`config.mk`:
```
export PLATFORM = sky130hd
export DESIGN_NAME = multi_slot_tick_timer_bank_core
export DESIGN_NICKNAME = d
export VERILOG_FILES = /design/src/design/mstt_pkg.sv /design/src/design/mstt_ram.sv /design/src/design/mstt_step.sv /design/src/design/multi_slot_tick_timer_bank_core.sv
export SDC_FILE = /design/constraint.sdc
export NUM_CORES = 2
export LEC_CHECK = 0
export ABC_AREA = 1
export ABC_CLOCK_PERIOD_IN_PS = 13600
export BUFFER_PORTS_ARGS = -buffer_cell sky130_fd_sc_hd__buf_2
export CAP_MARGIN = 20
export CORE_UTILIZATION = 33
export CTS_BUF_LIST = sky130_fd_sc_hd__clkbuf_8
export DETAILED_ROUTE_END_ITERATION = 12
export PLACE_DENSITY = 0.56
export SYNTH_ARGS = -nofsm -noshare
export SYNTH_HDL_FRONTEND = slang
export SYNTH_HIERARCHICAL = 1
export SYNTH_SLANG_ARGS = --single-unit
```
`constraint.sdc`:
```
create_clock -name clk -period 13.6 [get_ports clk]
set_input_delay 2.72 -clock clk [delete_from_list [all_inputs] [get_ports clk]]
set_output_delay 2.72 -clock clk [all_outputs]
set_load 0.005 [all_outputs]
```
`src/design/mstt_pkg.sv`:
```
package mstt_pkg;

    // Default geometry of the bank
    localparam int NUM_SLOTS_DEF = 16;
    localparam int TICK_BITS_DEF = 32;

    // Fixed field widths of the command and result words
    localparam int SLOT_W = 4;
    localparam int WORD_W = 32;

    // Fire events returned for one tick at most
    localparam int MAX_EVENTS = 16;
    localparam int EV_W       = $clog2(MAX_EVENTS + 1);

    // Result word kinds
    localparam logic RK_FIRE  = 1'b0;
    localparam logic RK_QUERY = 1'b1;

    typedef enum logic [2:0] {
        K_SETUP = 3'd0,
        K_START = 3'd1,
        K_STOP  = 3'd2,
        K_CLOSE = 3'd3,
        K_TICK  = 3'd4,
        K_QUERY = 3'd5
    } kind_t;

    typedef enum logic [1:0] {
        ST_CREATED = 2'd0,
        ST_STARTED = 2'd1,
        ST_STOPPED = 2'd2,
        ST_CLOSED  = 2'd3
    } status_t;

    typedef enum logic [1:0] {
        S_IDLE,
        S_CMD,
        S_WALK
    } fsm_t;

    // Outcome of one pass of the slot update unit
    typedef struct packed {
        logic write;
        logic fire;
    } step_flags_t;

    // One result word as it leaves the bank
    typedef struct packed {
        logic              rkind;
        logic [SLOT_W-1:0] slot;
        status_t           status;
        logic [WORD_W-1:0] delay;
        logic [WORD_W-1:0] period;
        logic              cls;
        logic              last;
    } result_t;

endpackage

```
`src/design/mstt_ram.sv`:
```
module mstt_ram #(
    parameter int DEPTH  = 16,
    parameter int DATA_W = 8,
    parameter int ADDR_W = 4
) (
    input  logic              clk,
    input  logic              wr_en,
    input  logic [ADDR_W-1:0] wr_addr,
    input  logic [DATA_W-1:0] wr_data,
    input  logic              rd_en,
    input  logic [ADDR_W-1:0] rd_addr,
    output logic [DATA_W-1:0] rd_data
);

    logic [DATA_W-1:0] mem [DEPTH];
    logic [DATA_W-1:0] rd_data_reg;

    // Write port
    always_ff @(posedge clk)
    begin
        if (wr_en)
        begin
            mem[wr_addr] <= wr_data;
        end
    end

    // Registered read port
    always_ff @(posedge clk)
    begin
        if (rd_en)
        begin
            rd_data_reg <= mem[rd_addr];
        end
    end

    assign rd_data = rd_data_reg;

endmodule

```
`src/design/mstt_step.sv`:
```
module mstt_step #(
    parameter int TICK_BITS = mstt_pkg::TICK_BITS_DEF,
    parameter int ENT_W     = 3 * TICK_BITS + 3
) (
    input  mstt_pkg::kind_t       op,
    input  logic                  pass_cls,
    input  logic [TICK_BITS-1:0]  in_dly,
    input  logic [TICK_BITS-1:0]  in_per,
    input  logic                  in_cls,
    input  logic [ENT_W-1:0]      ent_in,
    output logic [ENT_W-1:0]      ent_out,
    output mstt_pkg::step_flags_t flags
);

    import mstt_pkg::*;

    typedef struct packed {
        status_t              st;
        logic                 cls;
        logic [TICK_BITS-1:0] cnt;
        logic [TICK_BITS-1:0] dly;
        logic [TICK_BITS-1:0] per;
    } entry_t;

    entry_t               ent;
    entry_t               nxt;
    logic [TICK_BITS-1:0] reload;
    logic [TICK_BITS-1:0] setup_cnt;

    assign ent       = entry_t'(ent_in);
    assign reload    = (ent.dly != '0) ? ent.dly : ent.per;
    assign setup_cnt = (in_dly != '0) ? in_dly : in_per;

    // Apply one command or one tick step to a slot entry
    always_comb
    begin
        nxt   = ent;
        flags = '0;
        unique case (op)
            K_SETUP:
            begin
                nxt.dly     = in_dly;
                nxt.per     = in_per;
                nxt.cls     = in_cls;
                nxt.cnt     = setup_cnt;
                nxt.st      = ST_CREATED;
                flags.write = 1'b1;
            end
            K_START:
            begin
                if (ent.st == ST_CREATED || ent.st == ST_STOPPED)
                begin
                    nxt.cnt     = reload;
                    nxt.st      = ST_STARTED;
                    flags.write = 1'b1;
                end
            end
            K_STOP:
            begin
                if (ent.st == ST_STARTED)
                begin
                    nxt.st      = ST_STOPPED;
                    flags.write = 1'b1;
                end
            end
            K_CLOSE:
            begin
                nxt.st      = ST_CLOSED;
                flags.write = 1'b1;
            end
            K_TICK:
            begin
                if (ent.st == ST_STARTED && ent.cls == pass_cls)
                begin
                    flags.write = 1'b1;
                    if (ent.cnt == '0)
                    begin
                        flags.fire = 1'b1;
                    end
                    else
                    begin
                        nxt.cnt    = ent.cnt - TICK_BITS'(1);
                        flags.fire = (ent.cnt == TICK_BITS'(1));
                    end
                    // Reload periodic slots, stop one-shots
                    if (flags.fire)
                    begin
                        if (ent.per != '0)
                        begin
                            nxt.cnt = ent.per;
                        end
                        else
                        begin
                            nxt.st = ST_STOPPED;
                        end
                    end
                end
            end
            default:
            begin
            end
        endcase
    end

    assign ent_out = ENT_W'(nxt);

endmodule

```
`src/design/multi_slot_tick_timer_bank_core.sv`:
```
// Command (setup, start, stop, close, query): busy in the S_CMD state after the accept
// edge, query answer registered there and strobed once busy drops; unused kinds and
// out-of-range non-query commands are dropped at the accept edge with no busy cycle.
// Tick: busy in S_WALK, one slot entry per cycle through the shared update unit, hard
// pass then soft pass; fire words strobed during the walk, the last one once busy drops.
// Reset: async, active low; all slots read closed with zero fields; no receiver stall.
module multi_slot_tick_timer_bank_core #(
    parameter int NUM_SLOTS = mstt_pkg::NUM_SLOTS_DEF,
    parameter int TICK_BITS = mstt_pkg::TICK_BITS_DEF
) (
    input  logic                          clk,
    input  logic                          rst_n,
    input  logic                          start,
    output logic                          busy,
    input  logic [2:0]                    kind,
    input  logic [mstt_pkg::SLOT_W-1:0]   slot_index,
    input  logic [mstt_pkg::WORD_W-1:0]   first_delay,
    input  logic [mstt_pkg::WORD_W-1:0]   period_ticks,
    input  logic                          hard_class,
    output logic                          result_strobe,
    output logic                          result_kind,
    output logic [mstt_pkg::SLOT_W-1:0]   fired_slot,
    output logic [1:0]                    slot_status,
    output logic [mstt_pkg::WORD_W-1:0]   slot_delay,
    output logic [mstt_pkg::WORD_W-1:0]   slot_period,
    output logic                          slot_class,
    output logic                          last_of_run
);

    import mstt_pkg::*;

    localparam int IDX_W = (NUM_SLOTS > 1) ? $clog2(NUM_SLOTS) : 1;
    localparam int CNT_W = $clog2(NUM_SLOTS + 1);
    localparam int ENT_W = 3 * TICK_BITS + 3;

    typedef struct packed {
        status_t              st;
        logic                 cls;
        logic [TICK_BITS-1:0] cnt;
        logic [TICK_BITS-1:0] dly;
        logic [TICK_BITS-1:0] per;
    } entry_t;

    fsm_t                 state_reg, state_next;
    kind_t                kind_reg, kind_next;
    logic [SLOT_W-1:0]    slot_reg, slot_next;
    logic [IDX_W-1:0]     addr_reg, addr_next;
    logic                 ok_reg, ok_next;
    logic [TICK_BITS-1:0] dly_reg, dly_next;
    logic [TICK_BITS-1:0] per_reg, per_next;
    logic                 hcls_reg, hcls_next;

    logic                 pipe_vld_reg, pipe_vld_next;
    logic [IDX_W-1:0]     pipe_idx_reg, pipe_idx_next;
    logic                 pipe_cls_reg, pipe_cls_next;
    logic [CNT_W-1:0]     rd_idx_reg, rd_idx_next;
    logic [EV_W-1:0]      ev_cnt_reg, ev_cnt_next;
    logic                 pend_vld_reg, pend_vld_next;
    result_t              pend_reg, pend_next;
    logic                 out_vld_reg, out_vld_next;
    result_t              out_reg, out_next;

    logic [NUM_SLOTS-1:0] slot_vld_reg;
    logic                 rd_vld_reg;

    logic                 rd_en;
    logic [IDX_W-1:0]     rd_addr;
    logic                 wr_en;
    logic [IDX_W-1:0]     wr_addr;
    logic [ENT_W-1:0]     rd_data;
    logic [ENT_W-1:0]     step_out;
    kind_t                step_op;
    logic                 step_cls;
    step_flags_t          flags;

    entry_t               blank;
    entry_t               ent_cur;
    entry_t               ent_nx;
    result_t              ev;
    logic                 cmd_ok;
    logic [IDX_W-1:0]     cmd_addr;

    // Slot store
    mstt_ram #(
        .DEPTH  (NUM_SLOTS),
        .DATA_W (ENT_W),
        .ADDR_W (IDX_W)
    ) u_ram (
        .clk     (clk),
        .wr_en   (wr_en),
        .wr_addr (wr_addr),
        .wr_data (step_out),
        .rd_en   (rd_en),
        .rd_addr (rd_addr),
        .rd_data (rd_data)
    );

    // Shared slot update unit
    mstt_step #(
        .TICK_BITS (TICK_BITS),
        .ENT_W     (ENT_W)
    ) u_step (
        .op       (step_op),
        .pass_cls (step_cls),
        .in_dly   (dly_reg),
        .in_per   (per_reg),
        .in_cls   (hcls_reg),
        .ent_in   (ENT_W'(ent_cur)),
        .ent_out  (step_out),
        .flags    (flags)
    );

    // Decode the addressed slot
    assign cmd_ok   = (32'(slot_index) < 32'(NUM_SLOTS));
    assign cmd_addr = IDX_W'(slot_index);

    // Never-written or out-of-range slots read as closed with zero fields
    always_comb
    begin
        blank    = '0;
        blank.st = ST_CLOSED;
    end

    assign ent_cur = (!rd_vld_reg || (state_reg == S_CMD && !ok_reg)) ? blank
                                                                       : entry_t'(rd_data);
    assign ent_nx  = entry_t'(step_out);

    // Fire word for the slot under update
    always_comb
    begin
        ev        = '0;
        ev.rkind  = RK_FIRE;
        ev.slot   = SLOT_W'(pipe_idx_reg);
        ev.status = ent_nx.st;
        ev.delay  = WORD_W'(ent_nx.dly);
        ev.period = WORD_W'(ent_nx.per);
        ev.cls    = ent_nx.cls;
        ev.last   = 1'b0;
    end

    // Sequencer: next state, memory access and result words
    always_comb
    begin
        state_next    = state_reg;
        kind_next     = kind_reg;
        slot_next     = slot_reg;
        addr_next     = addr_reg;
        ok_next       = ok_reg;
        dly_next      = dly_reg;
        per_next      = per_reg;
        hcls_next     = hcls_reg;
        pipe_vld_next = pipe_vld_reg;
        pipe_idx_next = pipe_idx_reg;
        pipe_cls_next = pipe_cls_reg;
        rd_idx_next   = rd_idx_reg;
        ev_cnt_next   = ev_cnt_reg;
        pend_vld_next = pend_vld_reg;
        pend_next     = pend_reg;
        out_vld_next  = 1'b0;
        out_next      = out_reg;
        rd_en         = 1'b0;
        rd_addr       = cmd_addr;
        wr_en         = 1'b0;
        wr_addr       = addr_reg;
        step_op       = K_QUERY;
        step_cls      = pipe_cls_reg;

        unique case (state_reg)
            S_IDLE:
            begin
                if (start)
                begin
                    kind_next = kind_t'(kind);
                    slot_next = slot_index;
                    addr_next = cmd_addr;
                    ok_next   = cmd_ok;
                    dly_next  = TICK_BITS'(first_delay);
                    per_next  = TICK_BITS'(period_ticks);
                    hcls_next = hard_class;
                    unique case (kind_t'(kind)) inside
                        K_SETUP, K_START, K_STOP, K_CLOSE:
                        begin
                            if (cmd_ok)
                            begin
                                rd_en      = 1'b1;
                                state_next = S_CMD;
                            end
                        end
                        K_QUERY:
                        begin
                            rd_en      = 1'b1;
                            state_next = S_CMD;
                        end
                        K_TICK:
                        begin
                            // Open the hard pass at slot zero
                            rd_en         = 1'b1;
                            rd_addr       = '0;
                            pipe_vld_next = 1'b1;
                            pipe_idx_next = '0;
                            pipe_cls_next = 1'b1;
                            rd_idx_next   = CNT_W'(1);
                            ev_cnt_next   = '0;
                            pend_vld_next = 1'b0;
                            state_next    = S_WALK;
                        end
                        default:
                        begin
                        end
                    endcase
                end
            end
            S_CMD:
            begin
                step_op = kind_reg;
                wr_en   = flags.write && ok_reg;
                wr_addr = addr_reg;
                if (kind_reg == K_QUERY)
                begin
                    out_vld_next    = 1'b1;
                    out_next.rkind  = RK_QUERY;
                    out_next.slot   = slot_reg;
                    out_next.status = ent_cur.st;
                    out_next.delay  = WORD_W'(ent_cur.dly);
                    out_next.period = WORD_W'(ent_cur.per);
                    out_next.cls    = ent_cur.cls;
                    out_next.last   = 1'b1;
                end
                state_next = S_IDLE;
            end
            S_WALK:
            begin
                step_op = K_TICK;
                wr_addr = pipe_idx_reg;
                if (pipe_vld_reg)
                begin
                    wr_en = flags.write;
                    // Release the held event once a later one shows up
                    if (flags.fire && ev_cnt_reg < EV_W'(MAX_EVENTS))
                    begin
                        if (pend_vld_reg)
                        begin
                            out_vld_next = 1'b1;
                            out_next     = pend_reg;
                        end
                        pend_next     = ev;
                        pend_vld_next = 1'b1;
                        ev_cnt_next   = ev_cnt_reg + EV_W'(1);
                    end
                    // Advance the walk
                    if (rd_idx_reg < CNT_W'(NUM_SLOTS))
                    begin
                        rd_en         = 1'b1;
                        rd_addr       = rd_idx_reg[IDX_W-1:0];
                        pipe_idx_next = rd_idx_reg[IDX_W-1:0];
                        rd_idx_next   = rd_idx_reg + CNT_W'(1);
                    end
                    else if (pipe_cls_reg)
                    begin
                        rd_en         = 1'b1;
                        rd_addr       = '0;
                        pipe_idx_next = '0;
                        pipe_cls_next = 1'b0;
                        rd_idx_next   = CNT_W'(1);
                    end
                    else
                    begin
                        pipe_vld_next = 1'b0;
                    end
                end
                else
                begin
                    // Flush the final event with the end mark
                    if (pend_vld_reg)
                    begin
                        out_vld_next  = 1'b1;
                        out_next      = pend_reg;
                        out_next.last = 1'b1;
                    end
                    pend_vld_next = 1'b0;
                    state_next    = S_IDLE;
                end
            end
            default:
            begin
                state_next = S_IDLE;
            end
        endcase
    end

    // State register
    always_ff @(posedge clk or negedge rst_n)
    begin
        if (!rst_n)
        begin
            state_reg <= S_IDLE;
        end
        else
        begin
            state_reg <= state_next;
        end
    end

    // Control registers
    always_ff @(posedge clk or negedge rst_n)
    begin
        if (!rst_n)
        begin
            pipe_vld_reg <= 1'b0;
            pend_vld_reg <= 1'b0;
            out_vld_reg  <= 1'b0;
            ev_cnt_reg   <= '0;
            slot_vld_reg <= '0;
        end
        else
        begin
            pipe_vld_reg <= pipe_vld_next;
            pend_vld_reg <= pend_vld_next;
            out_vld_reg  <= out_vld_next;
            ev_cnt_reg   <= ev_cnt_next;
            if (wr_en)
            begin
                slot_vld_reg[wr_addr] <= 1'b1;
            end
        end
    end

    // Payload registers
    always_ff @(posedge clk)
    begin
        kind_reg     <= kind_next;
        slot_reg     <= slot_next;
        addr_reg     <= addr_next;
        ok_reg       <= ok_next;
        dly_reg      <= dly_next;
        per_reg      <= per_next;
        hcls_reg     <= hcls_next;
        pipe_idx_reg <= pipe_idx_next;
        pipe_cls_reg <= pipe_cls_next;
        rd_idx_reg   <= rd_idx_next;
        pend_reg     <= pend_next;
        out_reg      <= out_next;
        if (rd_en)
        begin
            rd_vld_reg <= slot_vld_reg[rd_addr];
        end
    end

    assign busy          = (state_reg != S_IDLE);
    assign result_strobe = out_vld_reg;
    assign result_kind   = out_reg.rkind;
    assign fired_slot    = out_reg.slot;
    assign slot_status   = out_reg.status;
    assign slot_delay    = out_reg.delay;
    assign slot_period   = out_reg.period;
    assign slot_class    = out_reg.cls;
    assign last_of_run   = out_reg.last;

    // Results only follow work in progress
    a_strobe_after_busy: assert property (@(posedge clk) disable iff (!rst_n)
        result_strobe |-> $past(busy))
        else $error("result word without preceding work");

    // A query answer always closes its run
    a_query_last: assert property (@(posedge clk) disable iff (!rst_n)
        (result_strobe && result_kind == RK_QUERY) |-> last_of_run)
        else $error("query answer without end mark");

    // Event count stays within the cap
    a_ev_cap: assert property (@(posedge clk) disable iff (!rst_n)
        ev_cnt_reg <= EV_W'(MAX_EVENTS))
        else $error("fire event count beyond cap");

    // The slot store is only written while busy
    a_wr_busy: assert property (@(posedge clk) disable iff (!rst_n)
        wr_en |-> busy)
        else $error("slot store written while idle");

endmodule

```
== Yosys cells after proc, flatten, opt, wreduce, memory -nomap -nowiden ==
Memories as Yosys holds them, arrays and structs flattened. A register that Yosys moved wholly into a read port is not among the register bits.
Index checks and enable logic that the tools add are counted.

* Add/subtract/negate cells: 3
* Order comparisons: 5
* Equal/unequal tests: 28
* Multiplexer cells: 90
* Bitwise operators: 1
* Reduce and logical (&&, ||, !) cells: 27

{| class="wikitable"
|+ Operators with widths
! operator !! number
|-
| two-way mux 73 bit || 5
|-
| two-way mux 32 bit || 7
|-
| one-hot mux 73 bit (2 select lines) || 1
|-
| two-way mux 99 bit || 1
|-
| one-hot mux 32 bit (3 select lines) || 1
|-
| nonzero test 32 bit || 3
|-
| two-way mux 64 bit || 1
|-
| two-way mux 5 bit || 9
|-
| two-way mux 4 bit || 11
|-
| == test 32 x 1 -> 1 bit, second input constant || 1
|-
| logical NOT 32 bit || 1
|-
| subtractor 32 x 1 -> 32 bit, second input constant || 1
|-
| two-way mux 1 bit || 29
|-
| one-hot mux 5 bit (2 select lines) || 2
|-
| AND reduction 5 bit || 4
|-
| two-way mux 2 bit || 8
|-
| bitwise OR 16 bit || 1
|-
| one-hot mux 4 bit (2 select lines) || 2
|-
| inequality test 3 bit, second input constant || 5
|-
| == test 3 x 2 -> 1 bit, second input constant || 4
|-
| == test 3 bit, second input constant || 4
|-
| inequality test 2 bit, second input constant || 6
|-
| one-hot mux 1 bit (2 select lines) || 6
|-
| adder 5 x 1 -> 5 bit, second input constant || 2
|-
| 25 further kinds || 39
|}

* Bits in registers: 253
* Memory bits (writable): 1,584
* Input port bits: 75
* Output and inout bits: 75
* Memories: 1

{| class="wikitable"
|+ Memory list
! name !! words !! bits a word !! rd ports !! clocked after memory_dff !! write ports !! RTL line !! RTL
|-
| u_ram.mem || 16 || 99 || 1 || 1 || 1 || mstt_ram.sv:15 || <nowiki>logic [DATA_W-1:0] mem [DEPTH];</nowiki>
|}

== Depth between registers and ports, before layout ==
* Word-level depth: 11
* Mapped depth: 19
* Gate-level depth less buffers: 16

== Hierarchy ==
Netlist, hierarchy kept.

{| class="wikitable"
|+ By module, submodules not included
! module !! instances !! cells each !! area each (µm²) !! seq. area each (µm²)
|-
| mstt_ram || 1 || 6,495 || 70,861.7 || 50,538.5
|-
| multi_slot_tick_timer_bank_core || 1 || 844 || 10,068.4 || 7,467.2
|-
| mstt_step || 1 || 1,167 || 5,092.4 || 0.0
|}

== Worst setup path before layout ==
No wires, ideal clock.

* Path kind: register -> register
* From: register state_reg[0]
* To: register rd_vld_reg, enable pin
* Setup time: 0.697 ns
* Arrival time: 7.957 ns
* Data required time: 12.903 ns
* Slack: 4.946 ns
* Cell stages (with the launch flop): 7
* Cell sequence: dfrtp_1 -> inv_1 -> ha_1 -> buf_4 -> inv_2 -> buf_4 -> o21ai_0

* Longest elaborated chain between the ends: 2

{| class="wikitable"
|+ RTL lines
! what !! RTL line !! RTL
|-
| from (decl) || multi_slot_tick_timer_bank_core.sv:44 || <nowiki>fsm_t state_reg, state_next;</nowiki>
|-
| from (signal assigned) || multi_slot_tick_timer_bank_core.sv:300 || <nowiki>state_reg <= state_next;</nowiki>
|-
| == test 2 bit / logical NOT 2 bit (equally long branches) || multi_slot_tick_timer_bank_core.sv:168 || <nowiki>unique case (state_reg)</nowiki>
|-
| one-hot mux 1 bit (2 select lines) * || multi_slot_tick_timer_bank_core.sv:168 ||
|-
| net rd_en || multi_slot_tick_timer_bank_core.sv:66 || <nowiki>logic rd_en;</nowiki>
|-
| to (signal assigned) || multi_slot_tick_timer_bank_core.sv:345 || <nowiki>rd_vld_reg <= slot_vld_reg[rd_addr];</nowiki>
|-
| to (decl) || multi_slot_tick_timer_bank_core.sv:64 || <nowiki>logic rd_vld_reg;</nowiki>
|}

The timed path passes the listed nets; every way through them passes the cells marked *.
A chain may end at the register's enable or synchronous reset.

== Worst setup path in the final report ==
* From: input start
* To: register u_ram.rd_data_reg[6] (netlist: u_ram/rd_data[6]), read port of u_ram.mem (data pin)

* Longest elaborated chain between the ends: 2

{| class="wikitable"
|+ RTL lines
! what !! RTL line !! RTL
|-
| from (decl) || multi_slot_tick_timer_bank_core.sv:13 || <nowiki>input logic start,</nowiki>
|-
| two-way mux 4 bit || multi_slot_tick_timer_bank_core.sv:171 || <nowiki>if (start)</nowiki>
|-
| one-hot mux 4 bit (2 select lines) || multi_slot_tick_timer_bank_core.sv:168 ||
|-
| net rd_addr[0] || multi_slot_tick_timer_bank_core.sv:67 || <nowiki>logic [IDX_W-1:0] rd_addr;</nowiki>
|-
| to (decl) || mstt_ram.sv:16 || <nowiki>logic [DATA_W-1:0] rd_data_reg;</nowiki>
|}

The timed path passes the listed nets, and every way through them passes these cells.

==> impl_metrics.toml <==
[drt]
drtPass1Iterations = 6
drt_wl_total_um = 274100
drt_iter0_markers = 6729
ant_nets = 0
drc = 0
vias_per_cell = 4.948
avgRoutedWirePerCell_um = 22.18
num_vias = 61159

[layout]
fin_cells = 12360
multi_input_area_mm2 = 0.02021
drive_above_1_share_pct = 8.339
regArea_mm2 = 0.05801
largest_register_ff_count = 1584
nFillCells = 25455
fin_util_pct = 36.96
area_growth_pct = 11.49
num-nets-final = 8803

[synth]
synth.distinct_cells = 49
syn_area_mm2 = 0.08602
synth_edf_count = 1910
ys_seq_area_share_pct = 67.43
yosysWarnings = 6
ys_seq_elements = 1936
ys.flop_type = "edfxtp_1"
yosysTopAreaCellShare_pct = 66.67
synthTopCellsByArea = "edfxtp_1, nand2_1, nand3_1"
synth.most_common_cell = "nand2_1"
syn_inst = 8506
synth_largest_area_cell = "edfxtp_1"
ys_top_cells_by_count = "nand2_1, edfxtp_1, inv_1"
avgSynthCellArea_um2 = 10.11
syn_nets = 8589
async_flop_share_pct = 1.343

[place]
portBuffers = 149
numPlacedInstances = 11770
hpwl_um = 146700
routabilityCongestion = 0.9277

[floorplanning]
die_x_um = 512.6
dieArea_mm2 = 0.2627
rows = 187
core-area_mm2 = 0.2595
num_io_pins = 150
die_h_um = 512.6
initial_utilization_pct = 33.15

[critical_path]
critPathCaptureType = "flip-flop"
cpMostUsedCell = "nand2_1"
required_ns = 14.35
cp_num_buf_inv = 6
worst_setup_path_start_kind = "input pin"
cpLargestDelayFamily = "buffers and inverters"
crit_arrival_ns = 7.85
worst-path-max-fanout = 119
critPathKind = "in2reg"
worst_path_max_delay_cell = "buf_4"
path_cells = "buf_2, nand2_1, inv_4, nand3_2, nand2_2, nand2_2, nand2_1, inv_8, buf_4, buf_4, buf_4, nand2_1, nand3_1, nand3_1, nand3_1, nand2_1"
max_stage_delay_ns = 0.90

[clocking]
clkTransAtPathRegs_ns = 0.06
cts_setup_buffers = 0
htreeDepth = 5
cts_inserted_buffers = 331
cts.sinks = 1936
cts_tree = "yes"
hold_buffers = 0
max-clock-path-buffers = 4
cts_root_buf = "clkbuf_8"
clk_latency_ns = 1.08
cts_resized = 0

[timing]
grt_setup_unrepaired = "no"
skew_ns = 0.08971
finalHoldViolCount = 0
finalCriticalPeriod_ns = 7.097
setup_viol = 0
slew_headroom_pct = 10.50
fin_setup_tns_ns = 0
slew_violations = 0
timing.final.crit_share_pct = 52.18
clock.fmax_ghz = 0.1409
fin_hold_ws_ns = 0.4540
max_slew.worst_pin.slew_ns = 1.343

[global_routing]
grt_pass1_wl_um = 396900
grt_max_degree = 180
grt_pass1_vias = 57949
grt_overflow = 0
grt_usage_pct = 20.44
antenna_found_initial = 16

[run_status]
status = "completed"

[hold_path]
worstHoldPathType = "reg2reg"

[power]
irDropWorstVdd_v = 0.0001117
leakage_nw = 40.53
powerDensity_mw_per_mm2 = 169.5
totalPowerFinal_mw = 16.26

[run]
drv_cap = 0
cells by family (layout without fill, tap and decap cells):
family / after synthesis / in the layout / synth area share [%]
flip-flops: 1936 / 1936 / 67.43
AO/OA/AOI/OAI: 288 / 288 / 1.812
buffers and inverters: 1914 / 2354 / 9.335
other: 0 / 12 / 0
adder cells (fa/ha/maj): 8 / 8 / 0.1164
XOR/XNOR: 9 / 9 / 0.09164
AND/OR/NAND/NOR: 4351 / 4351 / 21.21
path summary, 6_finish.rpt:
path	start	end	slack [ns]	depth (start not counted)
min in group asynchronous	rst_n	result_strobe$_DFF_PN0_	1.64	1
max in group asynchronous	rst_n	slot_vld_reg[5]$_DFFE_PN0P_	11.53	1
worst max register to register	state_reg[0]$_DFFE_PN0P_	u_ram/mem[2][30]$_DFFE_PP_	6.72	16
worst max-delay path	start	u_ram/rd_data[6]$_DFFE_PP_	6.50	16
worst min-delay path	pipe_idx_reg[2]$_SDFFCE_PN0P_	pend_reg[70]$_DFFE_PP_	0.45	0
worst min register to register	pipe_idx_reg[2]$_SDFFCE_PN0P_	pend_reg[70]$_DFFE_PP_	0.45	0
metrics by stage:
stage / setup slack, ns / instance area, um2
3_5_place_dp: 5.567 / 90110
5_1_grt: 6.292 / 95900
2_1_floorplan: 4.946 / 86020
4_1_cts: 6.655 / 95720
6_report: 6.503 / 95910
3_3_place_gp: 5.644 / 89990
per-layer routing:
layer | share of wire, % | GRT usage (%)
met3 | 8.7 | 3.480
met2 | 46 | 32.62
met4 | 3.5 | 7.673
met5 | 0.036 | 0
met1 | 42 | 27.79
layout by cell type (no fill, tap or decap), types with 3 or more instances in the layout:
cell / Yosys / routed
o21bai_1: 6 / 6
nor2_1: 238 / 219
ha_1: 8 / 7
bufinv_16: 0 / 4
o31ai_1: 4 / 4
clkinv_2: 0 / 22
clkinv_1: 3 / 94
a21oi_1: 77 / 74
buf_2: 193 / 149
nand2_1: 2698 / 2696
edfxtp_1: 1910 / 1910
o21ai_1: 3 / 34
nor2_4: 3 / 20
nand2_2: 10 / 10
clkbuf_8: 0 / 337
xor2_1: 7 / 7
nand2_4: 3 / 5
a21oi_2: 8 / 10
nand4_1: 29 / 29
dfrtp_1: 26 / 26
buf_6: 43 / 4
nor3_1: 11 / 11
clkinvlp_4: 0 / 6
buf_12: 0 / 19
a21oi_4: 2 / 3
buf_4: 73 / 118
o21ai_2: 1 / 6
inv_1: 1488 / 1586
nand3_1: 1343 / 1343
o211ai_1: 3 / 3
nor2_2: 4 / 6
inv_2: 9 / 7
diode_2: 0 / 12
o21ai_0: 177 / 139
area by class of cell:
class,count,share of cell area [%]
well taps,3402,4.438
clock inverters,224,1.044
repair buffers,293,2.181
inverters,1502,5.946
clock buffers,335,4.808
multi-input cells,4656,21.07
flip-flops and latches,1936,60.48
diodes,12,0.03131
power by group:
group / switching (mW) / leakage [nW] / total (mW) / internal, mW
Clock: 2.34 / 3.23 / 4.68 / 2.35
Combinational: 2.88 / 19.5 / 3.66 / 0.772
Sequential: 0.107 / 17.8 / 7.92 / 7.81
No activity file was read; power rests on OpenSTA's default activity.
